## src/rtl/core/assert_macros.svh

```systemverilog
// ----------------------------------------------------------------------------
// Assertion macros
// Shared forms for the concurrent checks of the search block.
// ----------------------------------------------------------------------------
`ifndef ASSERT_MACROS_SVH
`define ASSERT_MACROS_SVH

// Same-cycle implication under an active-low reset.
`define TLBS_ASSERT_IMP(name, clk, rst_n, ante, cons, msg) \
	name: assert property (@(posedge clk) disable iff (!rst_n) (ante) |-> (cons)) \
		else $error(msg);

// Next-cycle implication under an active-low reset.
`define TLBS_ASSERT_NXT(name, clk, rst_n, ante, cons, msg) \
	name: assert property (@(posedge clk) disable iff (!rst_n) (ante) |=> (cons)) \
		else $error(msg);

`endif

```

## src/rtl/core/tlbs_pkg.sv

```systemverilog
// ----------------------------------------------------------------------------
// tlbs_pkg
// Types, codes and helpers shared by the key table search block.
// ----------------------------------------------------------------------------
package tlbs_pkg;

	localparam int VALUE_W = 32;
	localparam int COUNT_W = 5;
	localparam int ACTION_W = 2;
	localparam int SLOT_W = 4;

	localparam logic [ACTION_W-1:0] ACT_LOAD   = 2'd0;
	localparam logic [ACTION_W-1:0] ACT_LINEAR = 2'd1;
	localparam logic [ACTION_W-1:0] ACT_BINARY = 2'd2;

	localparam logic [COUNT_W-1:0] COUNT_MAX = 5'd31;

	typedef enum logic [1:0] {
		ST_IDLE,
		ST_PROBE,
		ST_RESULT
	} state_t;

	typedef struct packed {
		logic               found;
		logic [COUNT_W-1:0] comparisons;
	} result_t;

	// The count saturates at its largest code.
	function automatic logic [COUNT_W-1:0] cnt_add(input logic [COUNT_W-1:0] c,
		input logic [1:0] inc);
		logic [COUNT_W:0] s;
		s = {1'b0, c} + {{(COUNT_W - 1){1'b0}}, inc};
		return (s > {1'b0, COUNT_MAX}) ? COUNT_MAX : s[COUNT_W-1:0];
	endfunction

endpackage

```

## src/rtl/core/tlbs_mem.sv

```systemverilog
// ----------------------------------------------------------------------------
// tlbs_mem
// Key table storage: one write port and one read port, registered read data.
// ----------------------------------------------------------------------------
module tlbs_mem #(
	parameter int DEPTH = 16,
	parameter int AW    = 4
) (
	input  logic                        clk,
	input  logic                        we,
	input  logic [AW-1:0]               waddr,
	input  logic [tlbs_pkg::VALUE_W-1:0] wdata,
	input  logic [AW-1:0]               raddr,
	output logic [tlbs_pkg::VALUE_W-1:0] rdata
);
	import tlbs_pkg::*;

	logic [VALUE_W-1:0] mem_q [DEPTH];

	always_ff @(posedge clk) begin
		if (we) begin
			mem_q[waddr] <= wdata;
		end
	end

	always_ff @(posedge clk) begin
		rdata <= mem_q[raddr];
	end

endmodule

```

## src/rtl/core/tlbs_ctrl.sv

```systemverilog
// ----------------------------------------------------------------------------
// tlbs_ctrl
// Request sequencer: writes loads into the table and walks the probes of a
// linear or binary search, one table read per cycle.
// ----------------------------------------------------------------------------
module tlbs_ctrl #(
	parameter int DEPTH = 16,
	parameter int AW    = 4
) (
	input  logic                          clk,
	input  logic                          arst_n,
	input  logic                          req_valid,
	output logic                          req_stall,
	input  logic [tlbs_pkg::ACTION_W-1:0] action,
	input  logic [tlbs_pkg::SLOT_W-1:0]   slot,
	input  logic [tlbs_pkg::VALUE_W-1:0]  value,
	input  logic [tlbs_pkg::COUNT_W-1:0]  entry_count,
	input  logic                          res_free,
	output logic                          res_load,
	output tlbs_pkg::result_t             result,
	output logic                          mem_we,
	output logic [AW-1:0]                 mem_waddr,
	output logic [tlbs_pkg::VALUE_W-1:0]  mem_wdata,
	output logic [AW-1:0]                 mem_raddr,
	input  logic [tlbs_pkg::VALUE_W-1:0]  mem_rdata
);
	import tlbs_pkg::*;

	localparam int IW = AW + 2;

	typedef logic signed [IW-1:0] idx_t;

	state_t state_q, state_d;

	logic                       accept;
	logic                       is_search;
	idx_t                       n_sel;
	idx_t                       first_probe;

	logic signed [VALUE_W-1:0]  key_q;
	idx_t                       n_q;
	idx_t                       probe_q;
	idx_t                       lo_q;
	idx_t                       hi_q;
	logic [COUNT_W-1:0]         cnt_q;
	logic                       binary_q;
	result_t                    res_q;

	logic                       eq;
	logic                       lt;
	logic                       finish;
	idx_t                       next_probe;
	idx_t                       lo_d;
	idx_t                       hi_d;
	logic [COUNT_W-1:0]         cnt_d;
	result_t                    probe_res;

	assign accept = req_valid && !req_stall;
	assign is_search = (action == ACT_LINEAR) || (action == ACT_BINARY);
	assign n_sel = (32'(entry_count) > 32'(DEPTH)) ? IW'(DEPTH) : IW'(entry_count);
	assign first_probe = (action == ACT_BINARY) ? ((n_sel - idx_t'(1)) >>> 1) : '0;

	always_comb begin
		eq = (mem_rdata == key_q);
		lt = ($signed(mem_rdata) < key_q);
		lo_d = lo_q;
		hi_d = hi_q;
		if (!binary_q) begin
			next_probe = probe_q + idx_t'(1);
			finish = eq || (next_probe == n_q);
			cnt_d = cnt_add(cnt_q, 2'd1);
			probe_res.found = eq;
			probe_res.comparisons = cnt_add(cnt_q, 2'd2);
		end else begin
			if (lt) begin
				lo_d = probe_q + idx_t'(1);
			end else begin
				hi_d = probe_q - idx_t'(1);
			end
			next_probe = (lo_d + hi_d) >>> 1;
			finish = eq || (lo_d > hi_d);
			cnt_d = cnt_add(cnt_q, 2'd2);
			probe_res.found = eq;
			probe_res.comparisons = eq ? cnt_add(cnt_q, 2'd2) : cnt_add(cnt_q, 2'd3);
		end
	end

	always_comb begin
		state_d = state_q;
		unique case (state_q)
			ST_IDLE: begin
				if (accept && is_search) begin
					state_d = (n_sel == '0) ? ST_RESULT : ST_PROBE;
				end
			end
			ST_PROBE: begin
				if (finish) begin
					state_d = ST_RESULT;
				end
			end
			ST_RESULT: begin
				if (res_free) begin
					state_d = ST_IDLE;
				end
			end
			default: begin
				state_d = ST_IDLE;
			end
		endcase
	end

	always_comb begin
		req_stall = (state_q != ST_IDLE);
		res_load = (state_q == ST_RESULT) && res_free;
		result = res_q;
		mem_we = accept && (action == ACT_LOAD) && (32'(slot) < 32'(DEPTH));
		mem_waddr = AW'(slot);
		mem_wdata = value;
		mem_raddr = (state_q == ST_IDLE) ? first_probe[AW-1:0] : next_probe[AW-1:0];
	end

	always_ff @(posedge clk or negedge arst_n) begin
		if (!arst_n) begin
			state_q <= ST_IDLE;
		end else begin
			state_q <= state_d;
		end
	end

	always_ff @(posedge clk) begin
		if (accept && is_search) begin
			key_q <= value;
			n_q <= n_sel;
			probe_q <= first_probe;
			lo_q <= '0;
			hi_q <= n_sel - idx_t'(1);
			cnt_q <= '0;
			binary_q <= (action == ACT_BINARY);
			res_q.found <= 1'b0;
			res_q.comparisons <= COUNT_W'(1);
		end else if (state_q == ST_PROBE) begin
			if (finish) begin
				res_q <= probe_res;
			end else begin
				probe_q <= next_probe;
				lo_q <= lo_d;
				hi_q <= hi_d;
				cnt_q <= cnt_d;
			end
		end
	end

endmodule

```

## src/rtl/core/table_linear_binary_search.sv

```systemverilog
// ----------------------------------------------------------------------------
// table_linear_binary_search
// Key table with linear and binary search and a comparison count.
// ----------------------------------------------------------------------------
// A request carries action, slot and value on req_valid / req_stall. A load
// writes value into the table at slot in the cycle it is accepted and gives
// no result. A search looks for value among the first min(entry_count, DEPTH)
// entries and returns found and comparisons on res_valid / res_stall.
// entry_count is written through cfg_we / cfg_wdata; the user must do so only
// while the block is idle, as the block itself does not enforce it. A search
// is accepted in IDLE, then makes one table probe per cycle in PROBE (up to
// min(entry_count, DEPTH) probes for a linear scan, about log2 of that plus one
// for a binary search) and hands its result to the output register from RESULT.
// Each probe is one table read; the data returns in the cycle after its address.
// The output register frees the request side: loads are taken while a result
// waits, and a search that finishes while a waiting result is stalled holds
// until the result register is taken. Reset clears entry_count and all control
// state; table contents stay undefined until loaded.
// ----------------------------------------------------------------------------
`include "assert_macros.svh"

module table_linear_binary_search #(
	parameter int DEPTH = 16
) (
	input  logic                          clk,
	input  logic                          arst_n,
	input  logic                          req_valid,
	output logic                          req_stall,
	input  logic [tlbs_pkg::ACTION_W-1:0] action,
	input  logic [tlbs_pkg::SLOT_W-1:0]   slot,
	input  logic [tlbs_pkg::VALUE_W-1:0]  value,
	output logic                          res_valid,
	input  logic                          res_stall,
	output logic                          found,
	output logic [tlbs_pkg::COUNT_W-1:0]  comparisons,
	input  logic                          cfg_we,
	input  logic [tlbs_pkg::COUNT_W-1:0]  cfg_wdata
);
	import tlbs_pkg::*;

	localparam int AW = (DEPTH > 1) ? $clog2(DEPTH) : 1;

	logic [COUNT_W-1:0] entry_count_q;
	logic               res_valid_q;
	result_t            res_q;
	logic               res_free;
	logic               res_load;
	result_t            result;
	logic               mem_we;
	logic [AW-1:0]      mem_waddr;
	logic [VALUE_W-1:0] mem_wdata;
	logic [AW-1:0]      mem_raddr;
	logic [VALUE_W-1:0] mem_rdata;

	tlbs_ctrl #(
		.DEPTH(DEPTH),
		.AW   (AW)
	) u_ctrl (
		.clk        (clk),
		.arst_n     (arst_n),
		.req_valid  (req_valid),
		.req_stall  (req_stall),
		.action     (action),
		.slot       (slot),
		.value      (value),
		.entry_count(entry_count_q),
		.res_free   (res_free),
		.res_load   (res_load),
		.result     (result),
		.mem_we     (mem_we),
		.mem_waddr  (mem_waddr),
		.mem_wdata  (mem_wdata),
		.mem_raddr  (mem_raddr),
		.mem_rdata  (mem_rdata)
	);

	tlbs_mem #(
		.DEPTH(DEPTH),
		.AW   (AW)
	) u_mem (
		.clk  (clk),
		.we   (mem_we),
		.waddr(mem_waddr),
		.wdata(mem_wdata),
		.raddr(mem_raddr),
		.rdata(mem_rdata)
	);

	always_ff @(posedge clk or negedge arst_n) begin
		if (!arst_n) begin
			entry_count_q <= '0;
		end else if (cfg_we) begin
			entry_count_q <= cfg_wdata;
		end
	end

	assign res_free = !res_valid_q || !res_stall;

	always_ff @(posedge clk or negedge arst_n) begin
		if (!arst_n) begin
			res_valid_q <= 1'b0;
		end else if (res_load) begin
			res_valid_q <= 1'b1;
		end else if (!res_stall) begin
			res_valid_q <= 1'b0;
		end
	end

	always_ff @(posedge clk) begin
		if (res_load) begin
			res_q <= result;
		end
	end

	assign res_valid = res_valid_q;
	assign found = res_q.found;
	assign comparisons = res_q.comparisons;

	`TLBS_ASSERT_IMP(a_count_nonzero, clk, arst_n, res_valid, comparisons != '0, "result with zero comparisons")
	`TLBS_ASSERT_IMP(a_found_count, clk, arst_n, res_valid && found, comparisons >= 5'd2, "hit with fewer than two comparisons")
	`TLBS_ASSERT_NXT(a_search_busy, clk, arst_n, req_valid && !req_stall && (action == ACT_LINEAR || action == ACT_BINARY), req_stall, "search accepted but block not busy")

endmodule

```

## config.mk

```make
export PLATFORM = sky130hd
export DESIGN_NAME = table_linear_binary_search
export DESIGN_NICKNAME = d
export VERILOG_FILES = /design/src/rtl/core/tlbs_pkg.sv /design/src/rtl/core/tlbs_mem.sv /design/src/rtl/core/tlbs_ctrl.sv /design/src/rtl/core/table_linear_binary_search.sv
export VERILOG_INCLUDE_DIRS = /design/src /design/src/rtl/core
export SDC_FILE = /design/constraint.sdc
export NUM_CORES = 1
export LEC_CHECK = 0
export BUFFER_PORTS_ARGS = -buffer_cell sky130_fd_sc_hd__clkbuf_2
export CAP_MARGIN = 5
export CELL_PAD_IN_SITES_DETAIL_PLACEMENT = 1
export CELL_PAD_IN_SITES_GLOBAL_PLACEMENT = 1
export CORE_MARGIN = 2
export CORE_UTILIZATION = 56
export DETAILED_ROUTE_END_ITERATION = 7
export GPL_ROUTABILITY_DRIVEN = 0
export PLACE_DENSITY_LB_ADDON = 0.1
export SYNTH_ARGS = -nofsm -noshare
export SYNTH_HDL_FRONTEND = slang
export SYNTH_SLANG_ARGS = --single-unit
```

## constraint.sdc

```tcl
create_clock -name clk -period 12.65 [get_ports clk]
set_input_delay 1.265 -clock clk [delete_from_list [all_inputs] [get_ports clk]]
set_output_delay 1.265 -clock clk [all_outputs]
set_load 0.05 [all_outputs]
```

==> flow_summary.ini, run 1 <==
[run_status]
status = finished clean

[critical_path]
crit_required_ns = 13.18
endpoint_kind = flop
worstSetupPathType = reg -> reg
worstPathCellList = inv_1, ha_1, nand4_2, nor3_1, a21boi_0, o31a_1, nor3_4, mux2i_4, mux2i_1, inv_1, ha_1, a21oi_1, xnor2_1, nand2_1, o21ai_0, nor2_1, a31oi_4, buf_12, buf_4, a211oi_1, a311oi_1, a21oi_1, a21oi_1
cp_max_fo = 186
critPathMostFrequentCell = a21oi_1
cp_slowest_stage_delay_ns = 0.74
worstPathArrival_ns = 8.05
startpoint_type = flop
cp_slowest_cell = buf_4

[min_path]
hold_path_class = reg -> reg

[floorplanning]
rows = 78
die_w_microns = 218
initial_core_util_pct = 56.7
pin_count = 56
core-area_sq_um = 45400
dieArea_sq_um = 47700
die_y_microns = 218

[run]
maxCapViolCount = 0

[drt]
firstDrtPassIters = 5
postRouteWirelength_mm = 66.8
drtIter0Drc = 1316
ant_nets = 0
drc = 0
vias = 16000
via_per_inst = 6.19
routedWlPerCell_microns = 25.8

[placed_design]
port_buffers = 55
hpwl_mm = 34.5
placed_cells = 2459
dp_slack_ns = 5.32
dpl-instance-area_sq_um = 26700

[global_route]
track_usage_pct = 28.6
grt_pass1_wl_mm = 101
overflow = 0
grt_max_degree = 187
antenna_found_initial = 2
grt_pass1_vias = 16800

[clocking]
clock_sinks = 625
cts_setup_buffers = 0
ctsHoldBuffers = 0
cts_buffers = 68
clkLatencyLatePin_ns = 0.61
path_clk_slew_ns = 0.06
cts_tree = built
cts_root_buf = clkbuf_16
cts_buffer_depth = 3
htree_num_levels = 3
post_cts_resized = 0

[synthesis]
ys_warn_count = 0
yosys-top-cells-area = edfxtp_1, a211oi_1, nand2_1
synth.avg_cell_area_sq_um = 13.6
ys_async_sr_fraction_pct = 1.28
synth_ff_type = edfxtp_1
ys_types = 59
ys_seq_elements = 625
synth_edf_count = 568
synthesis.nets = 1995
syn-instance-count = 1896
yosysTopAreaCell = edfxtp_1
seq_area_frac_synth_pct = 70.9
synth_top_area_share_pct = 66.3
syn_area_sq_um = 25700

[power]
power-per-cell-area_nw_per_um2 = 295
ir_drop_mv = 0.464
power.leakage_nw = 9.92

[timing]
setup_violations = 0
maxSlewViolCount = 0
rsz0062_at_grt = no
clock_skew_ns = 0.0246
relSlewSlack_pct = 26.1
worstMarginPinSlew_ns = 1.11
fmax_mhz = 133
tns_ns = 0
hold_violations = 0
fin_crit_ns = 7.52
fin_crit_sh_pct = 59.5
finalWorstSetupSlack_ns = 5.13

[final_layout]
final_nets = 2028
nFillCells = 4310
drive_gt1_share_pct = 10.8
final_cells = 2585
area_delta_synth_final_pct = 12.1
final_util_pct = 63.6
design_area_sq_um = 28800
-- placed cells by master (no fill, tap or decap), types with 16 or more instances in the layout --
master and n:
nor2_1 33, clkbuf_2 55, a21oi_1 94, dfxtp_1 49, and2_1 129, mux2i_1 20
a211oi_1 162, clkbuf_1 28, buf_4 23, a311oi_1 66, inv_1 54, clkbuf_16 71
nand2_1 308, edfxtp_1 568, nand3_1 16, o21ai_0 19, a31oi_1 66, ha_1 50
-- cells by family after synthesis --
| group | Yosys count | synth area share [%] |
|---|---|---|
| AO/OA/AOI/OAI | 445 | 12.1 |
| XOR/XNOR | 21 | 0.715 |
| adder cells (fa/ha/maj) | 51 | 2.51 |
| buffers and inverters | 173 | 2.53 |
| flip-flops | 625 | 70.9 |
| multiplexers | 31 | 1.31 |
| AND/OR/NAND/NOR | 550 | 9.96 |
-- final cells by class --
class | instances | area, sq um | area share (%)
clock inverters | 23 | 209 | 0.724
diodes | 1 | 2.50 | 0.00867
clock buffers | 102 | 1920 | 6.67
well taps | 600 | 751 | 2.60
repair buffers | 81 | 508 | 1.76
flip-flops and latches | 625 | 18200 | 63.2
inverters | 55 | 206 | 0.716
multi-input cells | 1098 | 7010 | 24.3
-- critical path: cells and delay by family (launching register included) --
family / cells / cell delay [ns]
AOI/OAI and AO/OA: 9 / 2.20
xor gates and xnor gates: 1 / 0.15
adders and majority gates: 2 / 0.69
buffers and inverters: 4 / 1.51
DFF: 1 / 0.36
muxes: 2 / 1.17
and+or+nand+nor: 5 / 1.12
-- registers in the layout, summed over array words and instances (netlist names) --
name,cells
entry_count_q,5
found,1
u_ctrl.probe_q,6
u_mem.mem_q,512
u_ctrl.lo_q,6
res_valid,1
u_ctrl.hi_q,6
u_ctrl.binary_q,1
u_ctrl.key_q,32
u_ctrl.result,6
u_ctrl.state_q,2
u_mem.rdata,32
u_ctrl.cnt_q,5
u_ctrl.n_q,5
comparisons,5
-- final timing paths --
path,depth (start not counted),slack (ns),startpoint,end
min,0,0.44,u_ctrl.result[1],comparisons[1]
max,23,5.13,u_ctrl.key_q[15],u_mem.rdata[17]
min in group asynchronous,1,0.51,arst_n,u_ctrl.state_q[1]
max reg2reg,23,5.13,u_ctrl.key_q[15],u_mem.rdata[17]
min reg2reg,0,0.44,u_ctrl.result[1],comparisons[1]
max in group asynchronous,1,11.92,arst_n,u_ctrl.state_q[0]
-- power by group --
| part | total [mW] | switching (mW) | internal [mW] |
|---|---|---|---|
| sequential | 2.53 | 0.0887 | 2.44 |
| clock | 1.92 | 0.802 | 1.12 |
| combinational | 4.05 | 2.73 | 1.32 |
-- per-stage QoR --
stage / power (mW) / hold slack (ns)
6_report: 8.50 / 0.436
3_3_place_gp: 6.42 / 0.422
4_1_cts: 8.55 / 0.440
3_5_place_dp: 6.60 / 0.427
2_1_floorplan: 5.49 / 0.408
5_1_grt: 9.05 / 0.448
-- cells in the mapped netlist, drive strengths merged, types with 10 or more instances --
cell / instances
and2: 129
edfxtp: 568
a311oi: 66
nand2: 310
xnor2: 10
nor2: 45
inv: 55
dfxtp: 49
ha: 50
nand3: 17
clkbuf: 112
xor2: 11
a211oi: 162
a31oi: 68
mux2i: 22
a21oi: 95
o21ai: 20
nor3: 18
-- metal layers --
metal | up-vias | wire (microns) | GRT usage, %
met4 | 0 | 1800 | 10.5
met3 | 115 | 3370 | 4.04
met1 | 8211 | 28600 | 38.7
met2 | 460 | 33000 | 47.4
met5 | - | 0 | 0
li1 | 7225 | - | -
Power figures use the tool's default switching activity.
==> run 2, diff against run 1 <==
ABC_AREA = 1   (was not set)
CORE_UTILIZATION = 48   (was 56)
clock period = 6.8 ns   (was 12.65 ns; I/O delays follow)
==> run 2 against run 1 <==
Core utilization decreased by 9.2 points. Maximum frequency increased by 44%. Sequential power increased by 85%. Clock power increased by 87%. Critical endpoint is now u_mem.rdata[29].
==> flow_summary.ini, run 2 <==
[synthesis]
syn-instance-count = 1893
synth_top_area_share_pct = 64.1
ys_warn_count = 0
ys_seq_elements = 625
synth_edf_count = 568
synthesis.nets = 1992
synth_commonest_cells = edfxtp_1, nand2_1, mux2_2
seq_area_frac_synth_pct = 68.6
yosysTopAreaCell = edfxtp_1
ys_types = 46
yosysMostFrequentCell = edfxtp_1
synth_ff_type = edfxtp_1
syn_area_sq_um = 26600
yosys-top-cells-area = edfxtp_1, mux2_2, dfxtp_1
synth.avg_cell_area_sq_um = 14.0
ys_async_sr_fraction_pct = 1.28

[final_layout]
biggestRegsByFlops = u_mem.mem_q (512), u_ctrl.key_q (32), u_mem.rdata (32)
final_common_cell = edfxtp_1
nFillCells = 5296
final_nets = 2046
area_delta_synth_final_pct = 12.5
largest_register_ffs = 512
drive_gt1_share_pct = 22.6
seqCellArea_sq_um = 18200
final_cell_mix = edfxtp_1, nand2_1, mux2_2
multiInputGateArea_sq_um = 7500
regMostFlops = u_mem.mem_q

[power]
ir_drop_mv = 0.693
power.leakage_nw = 10.3
power-per-cell-area_nw_per_um2 = 515
p_total_mw = 15.4

[critical_path]
worstSetupPathType = reg -> reg
endpoint_kind = flop
cp_top_family = simple AND/OR/NAND/NOR gates
crit_buf_inv = 3
worstPathArrival_ns = 5.68
cp_slowest_cell = buf_12
startpoint_type = flop
worstPathCellList = inv_1, ha_1, nand2_1, inv_1, nand3_1, nor2_1, nand2_1, nand2_1, nand2_2, nand2_2, nand2_2, nand2_4, o21ai_0, ha_1, fa_1, nand2_1, o21ai_0, nand2_2, o21ai_4, buf_12, mux2_2, mux2_2, o211ai_1, o31ai_1
cp_slowest_stage_delay_ns = 0.61
crit_required_ns = 7.25
r2r_slack_ns = 1.56
cp_max_fo = 138

[timing]
tns_ns = 0
fmax_mhz = 191
relSlewSlack_pct = 30.9
maxSlewViolCount = 0
rsz0062_at_grt = no
clock_skew_ns = 0.0213
worstMarginPinSlew_ns = 1.04
setup_violations = 0
fin_crit_sh_pct = 77.0
hold_violations = 0
fin_crit_ns = 5.24

[clocking]
post_cts_resized = 0
cts_setup_buffers = 0
cts_root_buf = clkbuf_16
cts_tree = built
htree_num_levels = 3
clkLatencyLatePin_ns = 0.61
ctsHoldBuffers = 1
clock_sinks = 625
path_clk_slew_ns = 0.06
cts_buffers = 69
cts_buffer_depth = 3

[placed_design]
port_buffers = 55
hpwl_mm = 33.9

[drt]
drtIter0Drc = 1119
routedWlPerCell_microns = 24.4
vias = 15700
postRouteWirelength_mm = 67.1
drc = 0
via_per_inst = 5.70
firstDrtPassIters = 6
ant_nets = 0

[run]
maxCapViolCount = 0

[floorplanning]
initial_core_util_pct = 48.4
dieArea_sq_um = 57300
pin_count = 56
die_y_microns = 239
core-area_sq_um = 55000
die_w_microns = 239
rows = 86

[global_route]
overflow = 0
grt_pass1_vias = 16700
antenna_found_initial = 2
track_usage_pct = 24.1
grt_pass1_wl_mm = 102
grt_max_degree = 176

[min_path]
hold_path_class = in -> reg

[run_status]
status = finished clean
-- run 2: changes by cell type in the layout (fill, tap and decap cells not counted), moves of 64 or more --
cell / delta
and2_1: -129
a31oi_1: -64
o211ai_1: +126
inv_1: +75
mux2_2: +215
a311oi_1: -66
nand2_1: -78
a211oi_1: -97
-- run 2: path summary, 6_finish.rpt --
check                                 startpoint                end  cells past startpoint
min in group asynchronous                 arst_n   entry_count_q[2]                      2
worst min-delay path                cfg_wdata[0]   entry_count_q[0]                      3
worst min register to register  u_ctrl.result[1]     comparisons[1]                      0
worst max-delay path            u_ctrl.key_q[15]    u_mem.rdata[29]                     24
worst max register to register  u_ctrl.key_q[15]    u_mem.rdata[29]                     24
max in group asynchronous                 arst_n  u_ctrl.state_q[1]                      2
-- run 2: per-layer routing --
metal / vias up / share of wire [%] / global-route usage (%)
li1: 7160 / - / -
met1: 8058 / 43 / 32.0
met2: 355 / 49 / 41.0
met3: 104 / 4.7 / 3.42
met4: 2 / 2.4 / 7.48
met5: - / 0.016 / 0
-- run 2: through the flow --
stage / hold WS, ns / setup WS [ns] / utilization, % / cells / instance area (sq um)
2_1_floorplan: 0.384 / 2.60 / - / 1893 / 26600
3_3_place_gp: 0.421 / 1.70 / 50.5 / 2623 / 27700
3_5_place_dp: 0.422 / 1.60 / 50.5 / 2623 / 27700
4_1_cts: 0.281 / 1.54 / 54.4 / 2749 / 29900
5_1_grt: 0.323 / 1.17 / 54.4 / 2750 / 29900
6_report: 0.305 / 1.56 / 54.4 / 2750 / 29900
-- run 2: worst reg2reg max path: cells and delay by family (launching register included) --
family | cells | cell delay, ns
adders and majority gates | 3 | 1.06
muxes | 2 | 0.76
and+or+nand+nor | 11 | 1.33
DFF | 1 | 0.34
AOI/OAI and AO/OA | 5 | 0.83
buffers and inverters | 3 | 0.74
-- run 2: cell families after synthesis --
family                   count (synthesis)  share of synthesized area [%]
adder cells (fa/ha/maj)                 51                           2.43
AO/OA/AOI/OAI                          376                           9.45
buffers and inverters                  241                           3.79
flip-flops                             625                           68.6
AND/OR/NAND/NOR                        355                           5.58
XOR/XNOR                                20                          0.659
multiplexers                           225                           9.52
-- run 2: power by group --
group / switching [mW] / total [mW] / internal, mW
registers: 0.145 / 4.69 / 4.54
clock network: 1.48 / 3.59 / 2.11
logic: 4.46 / 7.14 / 2.67
total: 6.09 / 15.4 / 9.33
-- run 2: cell type report --
class                           count  area share [%]
Antenna cell                        1         0.00836
Clock buffer                      101            6.52
Clock inverter                     24           0.715
Inverter                          138            1.73
Multi-Input combinational cell   1027            25.1
Sequential cell                   625            61.0
Tap cell                          748            3.13
Timing Repair Buffer               86            1.87
